$ cat config.mk
export PLATFORM = sky130hd
export DESIGN_NAME = bit_buffer_field_packer_unit
export DESIGN_NICKNAME = d
export VERILOG_FILES = /design/src/rtl/core/bbfp_pkg.sv /design/src/rtl/core/bit_buffer_field_packer_unit.sv /design/src/rtl/core/bbfp_bit_ram.sv
export SDC_FILE = /design/constraint.sdc
export NUM_CORES = 1
export LEC_CHECK = 0
export BUFFER_PORTS_ARGS = -buffer_cell sky130_fd_sc_hd__buf_4
export CORE_ASPECT_RATIO = 1.2
export CORE_MARGIN = 10
export CORE_UTILIZATION = 31
export DETAILED_ROUTE_END_ITERATION = 8
export GPL_ROUTABILITY_DRIVEN = 0
export GPL_TIMING_DRIVEN = 0
export PLACE_DENSITY_LB_ADDON = 0.08
export SLEW_MARGIN = 0
export SYNTH_ARGS = -nofsm -noshare
export SYNTH_HDL_FRONTEND = slang
export SYNTH_HIERARCHICAL = 1
export SYNTH_SLANG_ARGS = --single-unit
$ cat constraint.sdc
create_clock -name clock -period 21.6 [get_ports clock]
set_input_delay 2.16 -clock clock [delete_from_list [all_inputs] [get_ports clock]]
set_output_delay 2.16 -clock clock [all_outputs]
set_load 0.01 [all_outputs]
$ cat src/rtl/core/bbfp_pkg.sv
// Shared types, codes and constants of the bit buffer field packer.
package bbfp_pkg;

   localparam int DATA_BYTES_DEF = 64;
   localparam int AUX_BITS_DEF   = 128;
   localparam int BYTE_BITS      = 8;
   localparam int PTR_MAX        = 255;

   localparam int MODE_W    = 3;
   localparam int POS_W     = 10;
   localparam int POS_XW    = POS_W + 1;
   localparam int VALUE_W   = 32;
   localparam int FWIDTH_W  = 6;
   localparam int CNT_W     = 5;
   localparam int DELTA_W   = 8;
   localparam int PTR_W     = 8;
   localparam int STATUS_W  = 2;

   localparam logic [FWIDTH_W-1:0] FIELD_W_MAX = 6'd32;

   localparam logic [MODE_W-1:0] MODE_GET_BIT     = 3'd0;
   localparam logic [MODE_W-1:0] MODE_SET_BIT     = 3'd1;
   localparam logic [MODE_W-1:0] MODE_WRITE_FIELD = 3'd2;
   localparam logic [MODE_W-1:0] MODE_READ_FIELD  = 3'd3;
   localparam logic [MODE_W-1:0] MODE_ADD_BASE    = 3'd4;
   localparam logic [MODE_W-1:0] MODE_SUB_BASE    = 3'd5;

   localparam logic [STATUS_W-1:0] ST_OK    = 2'd0;
   localparam logic [STATUS_W-1:0] ST_RANGE = 2'd1;
   localparam logic [STATUS_W-1:0] ST_FIT   = 2'd2;
   localparam logic [STATUS_W-1:0] ST_UNDER = 2'd3;

   typedef struct packed {
      logic [MODE_W-1:0]   mode;
      logic [POS_W-1:0]    position;
      logic                bit_value;
      logic [VALUE_W-1:0]  field_value;
      logic [FWIDTH_W-1:0] field_width;
      logic [DELTA_W-1:0]  base_delta;
   } req_type;

   typedef struct packed {
      logic                read_bit;
      logic [VALUE_W-1:0]  read_value;
      logic [STATUS_W-1:0] status;
   } rsp_type;

endpackage

$ cat src/rtl/core/bit_buffer_field_packer_unit.sv
// Top level of the bit buffer field packer: bit store, base pointer, cursor, serial fields.
//
//   channel  | valid      | ready      | payload
//   ---------+------------+------------+-------------------------
//   request  | req_valid  | req_ready  | req_data (req_type)
//   response | rsp_valid  | rsp_ready  | rsp_data (rsp_type)
//
// Set bit, base moves and rejected requests go from idle straight to finish; get bit
// passes a RAM read state first. Write and read field walk the field bit by bit, read
// field adding a tail state for the lagging RAM data; fields move one bit per cycle
// through the aux bit RAM, its write port for writes and its read port for reads.
// After reset a clearing pass zeroes both stores; req_ready stays low until it ends.
// A response waits in the output register; a finished request stalls in the finish
// state until the previous response is taken.
module bit_buffer_field_packer_unit #(
   parameter int DATA_BYTES = bbfp_pkg::DATA_BYTES_DEF,
   parameter int AUX_BITS   = bbfp_pkg::AUX_BITS_DEF
) (
   input  logic              clock,
   input  logic              reset,
   input  logic              req_valid,
   output logic              req_ready,
   input  bbfp_pkg::req_type req_data,
   output logic              rsp_valid,
   input  logic              rsp_ready,
   output bbfp_pkg::rsp_type rsp_data
);

   import bbfp_pkg::*;

   localparam int DATA_BITS = DATA_BYTES * BYTE_BITS;
   localparam int DATA_AW   = $clog2(DATA_BITS);
   localparam int AUX_AW    = $clog2(AUX_BITS);
   localparam int CLR_DEPTH = (DATA_BITS > AUX_BITS) ? DATA_BITS : AUX_BITS;
   localparam int CLR_W     = $clog2(CLR_DEPTH);
   localparam int PTR_LIMIT = (AUX_BITS < PTR_MAX) ? AUX_BITS : PTR_MAX;
   localparam int SUM_W     = PTR_W + 1;

   typedef enum logic [2:0] {
      S_CLEAR, S_IDLE, S_GET, S_WRITE, S_READ, S_RTAIL, S_FINISH
   } state_type;

   state_type            state_ff, state_in;
   logic [CLR_W-1:0]     clr_cnt_ff, clr_cnt_in;
   logic [PTR_W-1:0]     base_ff, base_in;
   logic [PTR_W-1:0]     cursor_ff, cursor_in;
   logic [PTR_W-1:0]     end_ff, end_in;
   logic [CNT_W-1:0]     cnt_ff, cnt_in;
   logic [CNT_W-1:0]     wm1_ff, wm1_in;
   logic [VALUE_W-1:0]   shift_ff, shift_in;
   logic                 bit_ff, bit_in;
   logic [STATUS_W-1:0]  st_ff, st_in;
   logic [MODE_W-1:0]    mode_ff, mode_in;
   logic                 in_data_ff, in_data_in;
   logic                 rsp_valid_ff, rsp_valid_in;
   rsp_type              rsp_ff, rsp_in;

   logic [POS_XW-1:0]    pos_x;
   logic [POS_XW-1:0]    aux_off;
   logic                 in_data;
   logic                 in_aux;
   logic [FWIDTH_W-1:0]  fw;
   logic                 w_bad;
   logic                 fit_bad;
   logic [SUM_W-1:0]     field_end;
   logic                 end_bad;
   logic [SUM_W-1:0]     base_sum;
   logic [SUM_W-1:0]     fsum;
   logic                 clr_lt_data;
   logic                 clr_lt_aux;

   logic                 d_we;
   logic [DATA_AW-1:0]   d_waddr;
   logic                 d_wbit;
   logic                 d_rbit;
   logic                 a_we;
   logic [AUX_AW-1:0]    a_waddr;
   logic                 a_wbit;
   logic [AUX_AW-1:0]    a_raddr;
   logic                 a_rbit;

   assign req_ready = (state_ff == S_IDLE);
   assign rsp_valid = rsp_valid_ff;
   assign rsp_data  = rsp_ff;

   assign pos_x     = {1'b0, req_data.position};
   assign in_data   = pos_x < POS_XW'(DATA_BITS);
   assign aux_off   = pos_x - POS_XW'(DATA_BITS);
   assign in_aux    = !in_data && (aux_off < POS_XW'(AUX_BITS));
   assign fw        = req_data.field_width;
   assign w_bad     = (fw == '0) || (fw > FIELD_W_MAX);
   assign fit_bad   = (fw < FIELD_W_MAX) && ((req_data.field_value >> fw[CNT_W-1:0]) != '0);
   assign field_end = {1'b0, cursor_ff} + SUM_W'(fw);
   assign end_bad   = field_end > SUM_W'(PTR_LIMIT);
   assign base_sum  = {1'b0, base_ff} + {1'b0, req_data.base_delta};
   assign fsum      = {1'b0, cursor_ff} + SUM_W'(cnt_ff);

   assign clr_lt_data = {1'b0, clr_cnt_ff} < (CLR_W + 1)'(DATA_BITS);
   assign clr_lt_aux  = {1'b0, clr_cnt_ff} < (CLR_W + 1)'(AUX_BITS);

   // Field reads walk the cursor; a get bit reads at the request position.
   assign a_raddr = (state_ff == S_READ) ? fsum[AUX_AW-1:0] : aux_off[AUX_AW-1:0];

   bbfp_bit_ram #(.DEPTH(DATA_BITS)) u_data_ram (
      .clock   (clock),
      .wr_en   (d_we),
      .wr_addr (d_waddr),
      .wr_bit  (d_wbit),
      .rd_addr (pos_x[DATA_AW-1:0]),
      .rd_bit  (d_rbit)
   );

   bbfp_bit_ram #(.DEPTH(AUX_BITS)) u_aux_ram (
      .clock   (clock),
      .wr_en   (a_we),
      .wr_addr (a_waddr),
      .wr_bit  (a_wbit),
      .rd_addr (a_raddr),
      .rd_bit  (a_rbit)
   );

   always_comb begin
      state_in     = state_ff;
      clr_cnt_in   = clr_cnt_ff;
      base_in      = base_ff;
      cursor_in    = cursor_ff;
      end_in       = end_ff;
      cnt_in       = cnt_ff;
      wm1_in       = wm1_ff;
      shift_in     = shift_ff;
      bit_in       = bit_ff;
      st_in        = st_ff;
      mode_in      = mode_ff;
      in_data_in   = in_data_ff;
      rsp_valid_in = rsp_valid_ff && !rsp_ready;
      rsp_in       = rsp_ff;
      d_we         = 1'b0;
      d_waddr      = clr_cnt_ff[DATA_AW-1:0];
      d_wbit       = 1'b0;
      a_we         = 1'b0;
      a_waddr      = clr_cnt_ff[AUX_AW-1:0];
      a_wbit       = 1'b0;

      unique case (state_ff)
         S_CLEAR: begin
            d_we = clr_lt_data;
            a_we = clr_lt_aux;
            if (clr_cnt_ff == CLR_W'(CLR_DEPTH - 1)) begin
               state_in = S_IDLE;
            end else begin
               clr_cnt_in = clr_cnt_ff + 1'b1;
            end
         end
         S_IDLE: begin
            if (req_valid) begin
               mode_in    = req_data.mode;
               in_data_in = in_data;
               shift_in   = req_data.field_value;
               bit_in     = 1'b0;
               st_in      = ST_OK;
               cnt_in     = fw[CNT_W-1:0] - 1'b1;
               wm1_in     = fw[CNT_W-1:0] - 1'b1;
               end_in     = field_end[PTR_W-1:0];
               state_in   = S_FINISH;
               unique case (req_data.mode)
                  MODE_GET_BIT: begin
                     if (!in_data && !in_aux) begin
                        st_in = ST_RANGE;
                     end else begin
                        state_in = S_GET;
                     end
                  end
                  MODE_SET_BIT: begin
                     if (in_data) begin
                        d_we    = 1'b1;
                        d_waddr = pos_x[DATA_AW-1:0];
                        d_wbit  = req_data.bit_value;
                     end else if (in_aux) begin
                        a_we    = 1'b1;
                        a_waddr = aux_off[AUX_AW-1:0];
                        a_wbit  = req_data.bit_value;
                     end else begin
                        st_in = ST_RANGE;
                     end
                  end
                  MODE_WRITE_FIELD: begin
                     if (w_bad) begin
                        st_in = ST_RANGE;
                     end else if (fit_bad) begin
                        st_in = ST_FIT;
                     end else if (end_bad) begin
                        st_in = ST_RANGE;
                     end else begin
                        state_in = S_WRITE;
                     end
                  end
                  MODE_READ_FIELD: begin
                     shift_in = '0;
                     if (w_bad || end_bad) begin
                        st_in = ST_RANGE;
                     end else begin
                        cnt_in   = '0;
                        state_in = S_READ;
                     end
                  end
                  MODE_ADD_BASE: begin
                     if (base_sum > SUM_W'(PTR_LIMIT)) begin
                        st_in = ST_RANGE;
                     end else begin
                        base_in   = base_sum[PTR_W-1:0];
                        cursor_in = base_sum[PTR_W-1:0];
                     end
                  end
                  MODE_SUB_BASE: begin
                     if (req_data.base_delta > base_ff) begin
                        st_in = ST_UNDER;
                     end else begin
                        base_in   = base_ff - req_data.base_delta;
                        cursor_in = base_ff - req_data.base_delta;
                     end
                  end
                  default: begin
                     st_in = ST_RANGE;
                  end
               endcase
            end
         end
         S_GET: begin
            bit_in   = in_data_ff ? d_rbit : a_rbit;
            state_in = S_FINISH;
         end
         S_WRITE: begin
            // LSB goes to the far end of the field, so shift right and count down.
            a_we     = 1'b1;
            a_waddr  = fsum[AUX_AW-1:0];
            a_wbit   = shift_ff[0];
            shift_in = shift_ff >> 1;
            if (cnt_ff == '0) begin
               cursor_in = end_ff;
               state_in  = S_FINISH;
            end else begin
               cnt_in = cnt_ff - 1'b1;
            end
         end
         S_READ: begin
            // RAM read data is registered, so each bit arrives in the cycle after its address.
            if (cnt_ff != '0) begin
               shift_in = {shift_ff[VALUE_W-2:0], a_rbit};
            end
            if (cnt_ff == wm1_ff) begin
               state_in = S_RTAIL;
            end else begin
               cnt_in = cnt_ff + 1'b1;
            end
         end
         S_RTAIL: begin
            shift_in  = {shift_ff[VALUE_W-2:0], a_rbit};
            cursor_in = end_ff;
            state_in  = S_FINISH;
         end
         S_FINISH: begin
            if (!rsp_valid_ff || rsp_ready) begin
               rsp_valid_in       = 1'b1;
               rsp_in.read_bit    = bit_ff;
               rsp_in.read_value  = (mode_ff == MODE_READ_FIELD && st_ff == ST_OK) ?
                                    shift_ff : '0;
               rsp_in.status      = st_ff;
               state_in           = S_IDLE;
            end
         end
         default: begin
            state_in = S_IDLE;
         end
      endcase
   end

   always_ff @(posedge clock) begin
      if (reset) begin
         state_ff     <= S_CLEAR;
         clr_cnt_ff   <= '0;
         base_ff      <= '0;
         cursor_ff    <= '0;
         rsp_valid_ff <= 1'b0;
      end else begin
         state_ff     <= state_in;
         clr_cnt_ff   <= clr_cnt_in;
         base_ff      <= base_in;
         cursor_ff    <= cursor_in;
         rsp_valid_ff <= rsp_valid_in;
      end
      end_ff     <= end_in;
      cnt_ff     <= cnt_in;
      wm1_ff     <= wm1_in;
      shift_ff   <= shift_in;
      bit_ff     <= bit_in;
      st_ff      <= st_in;
      mode_ff    <= mode_in;
      in_data_ff <= in_data_in;
      rsp_ff     <= rsp_in;
   end

endmodule

$ cat src/rtl/core/bbfp_bit_ram.sv
// One-bit-wide RAM with one write port and one registered read port.
module bbfp_bit_ram #(
   parameter int DEPTH = bbfp_pkg::AUX_BITS_DEF,
   localparam int AW = $clog2(DEPTH)
) (
   input  logic          clock,
   input  logic          wr_en,
   input  logic [AW-1:0] wr_addr,
   input  logic          wr_bit,
   input  logic [AW-1:0] rd_addr,
   output logic          rd_bit
);

   logic mem [DEPTH];
   logic rd_bit_ff;

   always_ff @(posedge clock) begin
      if (wr_en) begin
         mem[wr_addr] <= wr_bit;
      end
      rd_bit_ff <= mem[rd_addr];
   end

   assign rd_bit = rd_bit_ff;

endmodule

# ---- Word-level counts from Yosys, hierarchy flattened
# Memory sizes are Yosys's and may differ from the RTL's. A register that Yosys moved wholly into a read port is not among the register bits.
# Cells that the tools add are included.
dict set report word_totals {
  in_bits 64
  register_bits 121
  memories 2
  elab_cells 173
  output_inout_bits 37
  ramBits 640
}
# memory words width read_ports rd_clocked_by_memory_dff write_ports line_no
set mem_list {}
lappend mem_list {u_data_ram.mem 512 1 1 1 1 bbfp_bit_ram.sv:14} ;# logic mem [DEPTH];
lappend mem_list {u_aux_ram.mem 128 1 1 1 1 bbfp_bit_ram.sv:14}
dict set report classes {
  magnitude_cmp 8
  n_shift 1
  n_addsub 9
  n_reduce_logical 34
  mux 75
  eq_ne 27
  bitwise 1
}
# operator count
set op_table {}
lappend op_table {{32-bit one-hot mux with 4 select lines} 1}
lappend op_table {{32-bit two-way mux} 3}
lappend op_table {{9-bit two-way mux} 4}
lappend op_table {{7-bit two-way mux} 5}
lappend op_table {{8-bit two-way mux} 4}
lappend op_table {{32-bit nonzero test} 1}
lappend op_table {{32-bit by 5-bit right shift with 32-bit output} 1}
lappend op_table {{1-bit two-way mux} 29}
lappend op_table {{3-bit two-way mux} 9}
lappend op_table {{5-bit two-way mux} 5}
lappend op_table {{8-bit one-hot mux with 3 select lines} 1}
lappend op_table {{9-bit by 8-bit greater-than comparator with 1-bit output, second input constant} 2}
lappend op_table {{3-bit one-hot mux with 6 select lines} 1}
lappend op_table {{2-bit inequality test, second input constant} 8}
lappend op_table {{8-bit one-hot mux with 2 select lines} 1}
lappend op_table {{3-bit by 2-bit == test with 1-bit output, second input constant} 5}
lappend op_table {{3-bit == test, second input constant} 5}
lappend op_table {{5-bit one-hot mux with 3 select lines} 1}
lappend op_table {{7-bit one-hot mux with 2 select lines} 1}
lappend op_table {{2-bit one-hot mux with 6 select lines} 1}
lappend op_table {{11-bit by 8-bit < comparator with 1-bit output, second input constant} 1}
lappend op_table {{10-bit by 10-bit subtractor with 11-bit output, second input constant} 1}
lappend op_table {{10-bit < comparator, second input constant} 1}
lappend op_table {{5-bit AND reduction} 2}
lappend op_table {{38 further kinds} 62}

# ---- Logic depth before layout (Yosys ltp)
# Gate-level depths: netlist (run 1).
dict set report depth {
  word_depth 10
  mapped_depth 15
}

# ---- Modules after synthesis
# Netlist (run 1), hierarchy kept.
# mod instances area_each_um2 seq_area_each_um2 cells_per_inst
set modules_own_cells {}
lappend modules_own_cells {{bbfp_bit_ram (u_data_ram)} 1 22609.2 15394.8 1615}
lappend modules_own_cells {bit_buffer_field_packer_unit 1 8142.8 3343.2 852}
lappend modules_own_cells {{bbfp_bit_ram (u_aux_ram)} 1 5719.2 3863.7 395}

# ---- Least setup slack after synthesis (run 1)
# No wires, ideal clock.
dict set report synth_timing {
  path_kind {input to register}
  start {input req_data[58] (netlist bit)}
  end {memory u_data_ram.mem[0] (data pin)}
  path_stages 6
  required_time_ns 19.016
  arrival_ns 14.892
  path_slack_ns 4.124
  path_cell_list {clkbuf_2 > inv_1 > nand3_1 > or3_1 > clkbuf_1 > nor2_1}
}
dict set report synth_via {
  elab_chain_len 4
}
# item line_no
set synth_rtl {}
lappend synth_rtl {{start: declaration} bit_buffer_field_packer_unit.sv:23} ;# input bbfp_pkg::req_type req_data,
lappend synth_rtl {{3-bit by 1-bit == test with 1-bit output} bit_buffer_field_packer_unit.sv:165} ;# unique case (req_data.mode)
lappend synth_rtl {{1-bit two-way mux} bit_buffer_field_packer_unit.sv:165}
lappend synth_rtl {{1-bit two-way mux} bit_buffer_field_packer_unit.sv:155} ;# if (req_valid) begin
lappend synth_rtl {{1-bit two-way mux} bit_buffer_field_packer_unit.sv:144} ;# unique case (state_ff)
lappend synth_rtl {{net d_wbit} bit_buffer_field_packer_unit.sv:74} ;# logic d_wbit;
lappend synth_rtl {{end: declaration} bbfp_bit_ram.sv:14}
# The timed path passes the listed nets, and every way through them passes these cells.

# ---- Final worst setup path (run 1)
dict set report layout_timing {
  start {input req_data[58] (netlist bit)}
  end {memory u_data_ram.mem[233] (enable)}
}
dict set report layout_via {
  elab_cells_between_ends 9
}
# item line_no
set layout_rtl {}
lappend layout_rtl {{3-bit by 1-bit == test with 1-bit output} bit_buffer_field_packer_unit.sv:165}
lappend layout_rtl {{9-bit two-way mux} bit_buffer_field_packer_unit.sv:165}
lappend layout_rtl {{9-bit two-way mux} bit_buffer_field_packer_unit.sv:155}
lappend layout_rtl {{9-bit two-way mux} bit_buffer_field_packer_unit.sv:144}
lappend layout_rtl {{net d_waddr[4]} bit_buffer_field_packer_unit.sv:73} ;# logic [DATA_AW-1:0] d_waddr;
# The timed path passes the listed nets, and every way through them passes these cells.

==> results of run 1 <==
## placed cells by master (no fill, tap or decap), types with 13 or more instances in the layout
master / synthesis / final
mux4_2: 80 / 80
nand4_1: 16 / 16
clkbuf_16: 0 / 88
and2_1: 36 / 36
nand2_1: 122 / 122
nand3_1: 41 / 41
ha_1: 34 / 34
xor2_1: 14 / 14
o22ai_1: 35 / 35
o221ai_1: 55 / 55
edfxtp_1: 732 / 732
o211ai_1: 13 / 13
a21oi_1: 77 / 77
inv_1: 76 / 76
nor2b_1: 25 / 25
nand2b_1: 14 / 14
dfxtp_1: 31 / 31
buf_2: 33 / 33
buf_12: 8 / 20
nor3_1: 37 / 36
xnor2_1: 20 / 20
buf_1: 15 / 15
buf_6: 14 / 18
clkinv_1: 2 / 20
a222oi_1: 31 / 31
buf_4: 4 / 104
clkbuf_1: 123 / 149
o21ai_0: 49 / 49
mux2i_1: 159 / 159
mux4_1: 28 / 28
nor2_1: 736 / 734
## metal layers
metal,up-vias,share of wire
met3,157,0.049
met2,785,0.52
met1,12700,0.40
met5,-,0
li1,11100,-
met4,0,0.032
## worst paths after layout
check                           cells after the start                  end  slack [ps]          from
worst min register to register                      0          rsp_data[0]         480      st_ff[0]
worst min-delay path                                0          rsp_data[0]         480      st_ff[0]
worst max register to register                     12  u_data_ram/mem[233]       16710   state_ff[2]
worst max-delay path                               12  u_data_ram/mem[233]       16070  req_data[58]
## area by class of cell
type / count / area [µm²]
plain buffers: 206 / 1140
flip-flops and latches: 763 / 22600
diodes: 1 / 2.50
inverters: 80 / 300
well taps: 1529 / 1910
repair buffers: 118 / 1090
clock inverters: 45 / 418
fillers: 11500 / 74300
multi-input cells: 1813 / 12500
clock buffers: 114 / 2300
## power groups by stage
stage / clock network [mW] / logic (mW) / registers, mW
5_1_grt: 1.54 / 0.743 / 1.73
6_report: 1.44 / 0.691 / 1.73
2_1_floorplan: 0 / 0.421 / 1.74
4_1_cts: 1.48 / 0.694 / 1.73
3_3_place_gp: 0 / 0.675 / 1.76
3_5_place_dp: 0 / 0.691 / 1.76
## critical path: cells and delay by family
| family | cells | cell delay [ps] |
|---|---|---|
| buffers and inverters | 6 | 2050 |
| and+or+nand+nor | 5 | 1290 |
| muxes | 1 | 380 |
## kinds of logic (layout without fill, tap and decap cells)
family	Yosys count	after routing
simple gates	1098	1098
other cells	0	1
xor+xnor	34	34
mux	277	277
compound gates	365	365
flops	763	763
fa+ha+maj	39	39
buf+inv	286	563
## sequential cells by signal, indices dropped and copies added (netlist names), 5 cells and up
name            cells
base_ff             8
clr_cnt_ff          9
cnt_ff              5
cursor_ff           8
end_ff              8
rsp_data           35
shift_ff           32
u_aux_ram/mem     128
u_data_ram/mem    512
wm1_ff              5
==> impl.org, run 1 <==
** Yosys
- Share of synthesized area occupied by flip-flops and latches :: 0.620
- The number of nets in the synthesized netlist is 2965.
- The compound-cell area share of the yosys netlist came to 0.0726.
- The Yosys step of the flow raised 6 warnings.
- Dividing the synthesized area by the synthesized cell count gives 12.7 µm².
- In the synthesized netlist the dominant register cell turns out to be edfxtp_1.
- Share of synthesized flip-flops with an asynchronous set or reset :: 0
- Of all cell types, the one taking the most synthesized area is edfxtp_1.
- EDFF count, synth :: 732
- Share of synthesized cell area in full adder, half adder and majority cells :: 0.0144
- Of the total synthesized cell area, the portion taken by AND, OR, NAND and NOR gates is 0.129.
- The share of synthesized area in the top cell type comes to 0.603.
- Ranked by total cell area, the synthesized netlist is headed by edfxtp_1, nor2_1, mux4_2.
- Among all cell types in the netlist, the one instantiated most often is nor2_1.
- Main combinational cell family by area after synthesis :: simple AND/OR/NAND/NOR gates
- Post-Synth XOR/XNOR Area :: 0.00816
- In this run, synthesis produced a sequential element count of 763.
- Counting distinct cell types in the post-synthesis netlist gives 94.
- Netlist area before placement :: 0.0365 mm²
- Most frequent cells after synthesis :: nor2_1, edfxtp_1, mux2i_1
- Share of cell area taken by muxes after synthesis :: 0.116
- Counting every instance in the synthesized netlist gives 2862.

** STA
- Adding up every negative setup slack in the final design gives 0 ps.
- Final period demand of the worst path :: 5530 ps
- Hold is met by 481 ps.
- Period utilisation layout :: 0.256
- Setup repair after global routing missed its margin :: no
- Count of endpoints failing hold in the final timing report :: 0
- The worst path meets setup with 16070 ps of slack.
- Normalized max-slew margin :: 0.221
- Top achievable clock speed :: 181 MHz
- For the pin with the worst max-slew slack, the measured transition is 1170 ps.
- Max-slew violation total from the final report :: 0
- Count of endpoints failing setup in the final report :: 0
- Fin Clk Skew :: 24.0 ps

** Worst hold path
- The min-delay analysis places its worst path in the category flop to flop.

** Power
- Net switching power :: 1.14 mW
- Internal Dissipation :: 2.72 mW
- Summed over all cells, the static leakage comes to 14.7 nW.
- Share of total power consumed by net switching :: 0.295
- IR drop worst, VDD :: 0.0630 mV
- Total power after layout :: 3.86 mW
- For this design the ratio of total power to cell area is 91.4 mW/mm².
- Sequential cell fraction of total power :: 0.447
- Clock power share :: 0.374
- The share of total power dissipated in combinational logic is 0.179.

** Route
- WL final :: 123000 µm
- Summing over every cut layer, the via total after detailed routing is 24700.
- In the final routed layout, each cell accounts on average for 26.3 µm.
- After detailed routing, the number of remaining DRC violations is 0.
- The first routing iteration left 2407 violations.
- In the routed layout, each cell is associated on average with a via count of 5.30.
- First drt pass iteration count :: 9
- Once detail routing completed, the nets flagged for antenna violations numbered 0.

** Setup path
- STA puts the critical path data required time at 21980 ps.
- At the worst endpoint, the arrival time is 5910 ps.
- Worst Setup Start Kind :: primary input
- Category of the critical setup timing path :: primary input to flop
- Cell with the biggest individual delay on the critical path :: clkbuf_1
- Highest cell delay on the worst timing path :: 850 ps
- Along the worst path, the maximum fanout reaches 10.
- By instance count, the cell type seen most on the critical path is clkbuf_1.
- Critical path, cell by cell :: buf_4 > clkbuf_2 > inv_1 > nand3_1 > or3_1 > clkbuf_1 > mux2_2 > nor2b_1 > clkbuf_1 > nand2_1 > clkbuf_1 > nor2_1
- Kind of end point of the critical path :: flop

** Floorplanning
- The initialized floorplan defines 137 standard-cell rows.
- Die outline area :: 0.132 mm²
- Core Area :: 0.117 mm²
- Measured along the x axis, the die boundary spans 333 µm.
- Top Ports :: 101
- Initial Util :: 0.313
- The die is 396 µm tall.

** Clock network
- Worst skew pair latency :: 700 ps
- The root buffer cell chosen for the clock tree is clkbuf_16.
- In this run, post-CTS hold repair placed 0 buffers.
- Maximum level of the CTS H-tree :: 3
- Clk slew on worst S/H paths :: 60 ps
- Sink Count :: 763
- Max Root-Sink Buffers :: 3
- CTS resizes :: 0
- Setup bufs post-CTS :: 0
- Counting the buffers created by CTS gives 87.
- CTS tree :: yes

** Outcome
- The flow ran to the end, and the final reports show no timing, DRC or antenna violations.

** GRT
- Across every metal layer, demand over resource in global routing totals 0.183.
- Met1 track demand over resource in global routing :: 0.218
- The number of antenna violations at the first check in global routing was 0.
- For met3 alone, demand over resource in global routing was 0.0259.
- For this run the aggregate overflow at the end of global routing stands at 0.
- Global-route wire length before repair :: 177000 µm
- Most used routing layer :: met2
- In the global route stage, met2 resource usage came out at 0.331.
- Largest net degree at the start of global routing :: 57
- The number of global-route vias before repair was 25200.

** Job
- Maximum Capacitance Violations :: 0

** Place
- The wire-length estimate of the detail-placed layout is 84600 µm.
- Buffers added on ports :: 99
- Prior to clock tree synthesis, the placed netlist has a worst setup slack of 15440 ps.
- Area post-placement :: 0.0395 mm²
- After detailed placement, the design holds a cell count of 4509.

** Layout
- Final standard cell utilization of the core :: 0.362
- The net count of the finished layout is 3172.
- In the final layout, the share of cells above drive strength 1 is 0.133.
- Final instance area :: 0.0422 mm²
- After the flow finishes, the layout carries non-filler instances totaling 4669.
- Relative to the synthesized area, the layout overhead comes to 15.8%.
Power figures use the tool's default switching activity.
==> inputs of run 2 (changes only) <==
==> constraint.sdc (replaced) <==
create_clock -name clock -period 5.6 [get_ports clock]
set_input_delay 0.56 -clock clock [delete_from_list [all_inputs] [get_ports clock]]
set_output_delay 0.56 -clock clock [all_outputs]
set_load 0.01 [all_outputs]
==> run 2 against run 1 <==
Effect of this change:
- the run now ends with max-capacitance violations, max-slew violations left
- die area is the same
- first-iteration DRC count shrank 9.1%
- sequential cell count is the same
- critical path depth shrank 1
- core utilization grew 0.11 points
- non-clock buffer count shrank 1
- final area grew 0.31%
- final cell count is essentially flat
- register-to-register slack lost 16000 ps
- via count is essentially flat
- clock power grew to 3.9 times the previous value
==> impl.org, run 2 (same netlist as run 1, synthesis figures left out) <==
** Outcome
- Result of the run :: complete, but fails checks
- Violations in the final reports :: max-capacitance violations, max-slew violations

** Clock network
- Setup bufs post-CTS :: 0
- Maximum level of the CTS H-tree :: 3
- Max Root-Sink Buffers :: 3
- Clk slew on worst S/H paths :: 60 ps
- Worst skew pair latency :: 680 ps
- Sink Count :: 763
- CTS tree :: yes
- TritonCTS buffer count :: 89
- CTS root buf :: clkbuf_16
- After clock tree synthesis, the flow added hold-fix buffers numbering 0.
- CTS resizes :: 0

** GRT
- The total overflow left after global routing is 0.
- All-layer global routing usage :: 0.179
- Met1 track demand over resource in global routing :: 0.212
- Global-route wire length before repair :: 174000 µm
- Met3 layer usage reported by global route :: 0.0243
- Number of antenna violations at the first check in global routing :: 1
- The number of global-route vias before repair was 24800.
- Entering global routing, the biggest net connects 57 pins.
- Most used routing layer :: met2
- Global routing met2 resource utilization :: 0.331

** Layout
- Final standard cell utilization of the core :: 0.363
- Layout cells sized above 1 :: 0.140
- 0 antenna diodes ended up in the layout.
- Number of flip-flops in the largest register :: 512
- In the final design database the tool counted 3173 nets.
- Ranked by flip-flop count, first place goes to u_data_ram/mem.
- The library cell used most frequently in the layout, excluding fill and tap cells, is nor2_1.
- After filler insertion, the fill cell instance count of the layout stands at 11500.
- Layout overhead on the synthesized area :: 16.2%
- Commonest cells after routing, fill and taps aside :: nor2_1, edfxtp_1, mux2i_1

** Route
- Post-route antenna net violation count :: 0
- Total number of vias :: 24800
- Via count normalized by instance count :: 5.30
- Per-cell routed wire length :: 26.1 µm
- Wires add up to 122000 µm.
- First drt pass iteration count :: 5
- Post-route DRC violation count :: 0
- The first routing iteration left 2188 violations.

** Power
- Leakage :: 14.8 nW
- IR drop worst, VDD :: 0.230 mV
- Power spread over the standard cell area amounts to 352 mW/mm².

** Setup path
- Launch point of the critical path :: state_ff[2]
- Depth of the most critical reg-to-reg path :: 11
- Kind of end point of the critical path :: flop
- In this run the critical register-to-register path is captured at u_data_ram/mem[392].
- Register-to-register path setup slack :: 940 ps
- Category of the critical setup timing path :: flop to flop
- Worst EP required :: 5960 ps
- CP Data Arrival Time :: 5020 ps
- The worst register-to-register path begins at state_ff[2].
- The most critical setup path has its endpoint at u_data_ram/mem[392].
- Peak fanout along the critical path :: 10
- Worst Setup Start Kind :: flop

** STA
- Static timing analysis puts the maximum clock frequency at 215 MHz.
- Setup repair after global routing left no endpoint under its margin.
- Count of endpoints failing hold in the final timing report :: 0
- Count of endpoints failing setup in the final report :: 0
- After routing, the total negative slack on setup checks comes to 0 ps.
- In this run the tightest slew margin relative to its limit is -0.0286.
- For the pin with the worst max-slew slack, the measured transition is 1540 ps.
- Period utilisation layout :: 0.832
- Final period demand of the worst path :: 4660 ps
- For the final database, setup skew stands at 15.5 ps.
- The final-report max-slew violation count came to 9.
- On the final layout, the worst hold slack is 106 ps.

** Place
- In this run the tool buffered the top-level ports with 99 buffer cells.
- Detailed placement ended at an HPWL of 84600 µm.

** Floorplanning
- Initial Util :: 0.313
- From left edge to right edge, the die measures 333 µm.
- Core Area :: 0.117 mm²
- Number of rows in the core area :: 137
- Vert. Die Dim :: 396 µm
- Pin placement for this block handled 101 I/O pins.
- The floorplan step defined a die boundary enclosing 0.132 mm².

** Worst hold path
- Worst min-delay path category :: primary input to flop

** Job
- Maximum Capacitance Violations :: 1
==> run 2: critical path, stage by stage (launching register included) <==
cell and delay (ps):
dfxtp_1 290, clkbuf_2 170, nand2b_4 190, nor2_4 200
nand2_2 120, or3_4 360, clkbuf_8 190, mux2_2 310
nor2_1 1160, nand2_1 670, clkbuf_1 460, nor2_1 230
==> run 2: stage by stage <==
stage / instance area, µm² / total power, mW / cells / worst slack, ps
6_report: 42400 / 14.9 / 4673 / 940
5_1_grt: 42400 / 15.5 / 4673 / 780
4_1_cts: 42400 / 15.1 / 4673 / 965
3_5_place_dp: 39600 / 9.42 / 4508 / 900
3_3_place_gp: 39200 / 9.38 / 4490 / -4120
2_1_floorplan: 36500 / 8.35 / 2862 / -835
==> run 2: how the worst min path moves through the flow <==
stage,start,to,cells after the start
floorplan,bit_ff,rsp_data[34],0
global route,req_data[58],mode_ff[1],1
global placement,bit_ff,rsp_data[34],0
CTS,req_data[58],mode_ff[1],1
detailed placement,bit_ff,rsp_data[34],0
finish,req_data[58],mode_ff[1],1
==> run 2: layout make-up <==
type / instances / area, µm² / area share
repair buffers: 117 / 1080 / 0.0254
flip-flops and latches: 763 / 22600 / 0.533
multi-input cells: 1813 / 12500 / 0.295
well taps: 1529 / 1910 / 0.0452
inverters: 80 / 308 / 0.00726
plain buffers: 206 / 1170 / 0.0277
clock buffers: 108 / 2350 / 0.0555
clock inverters: 57 / 452 / 0.0107
==> run 2: report_power, final <==
part | total (mW) | internal, mW | switching (mW)
Combinational | 2.63 | 0.849 | 1.78
Sequential | 6.66 | 6.48 | 0.182
Clock | 5.62 | 3.22 | 2.40
Total | 14.9 | 10.6 | 4.36
==> run 2: layer usage <==
layer / routed length (µm) / share of wire / up-vias
li1: - / - / 11100
met1: 48300 / 0.40 / 12700
met2: 64100 / 0.53 / 767
met3: 5820 / 0.048 / 166
met4: 3590 / 0.029 / 0
met5: 0 / 0 / -
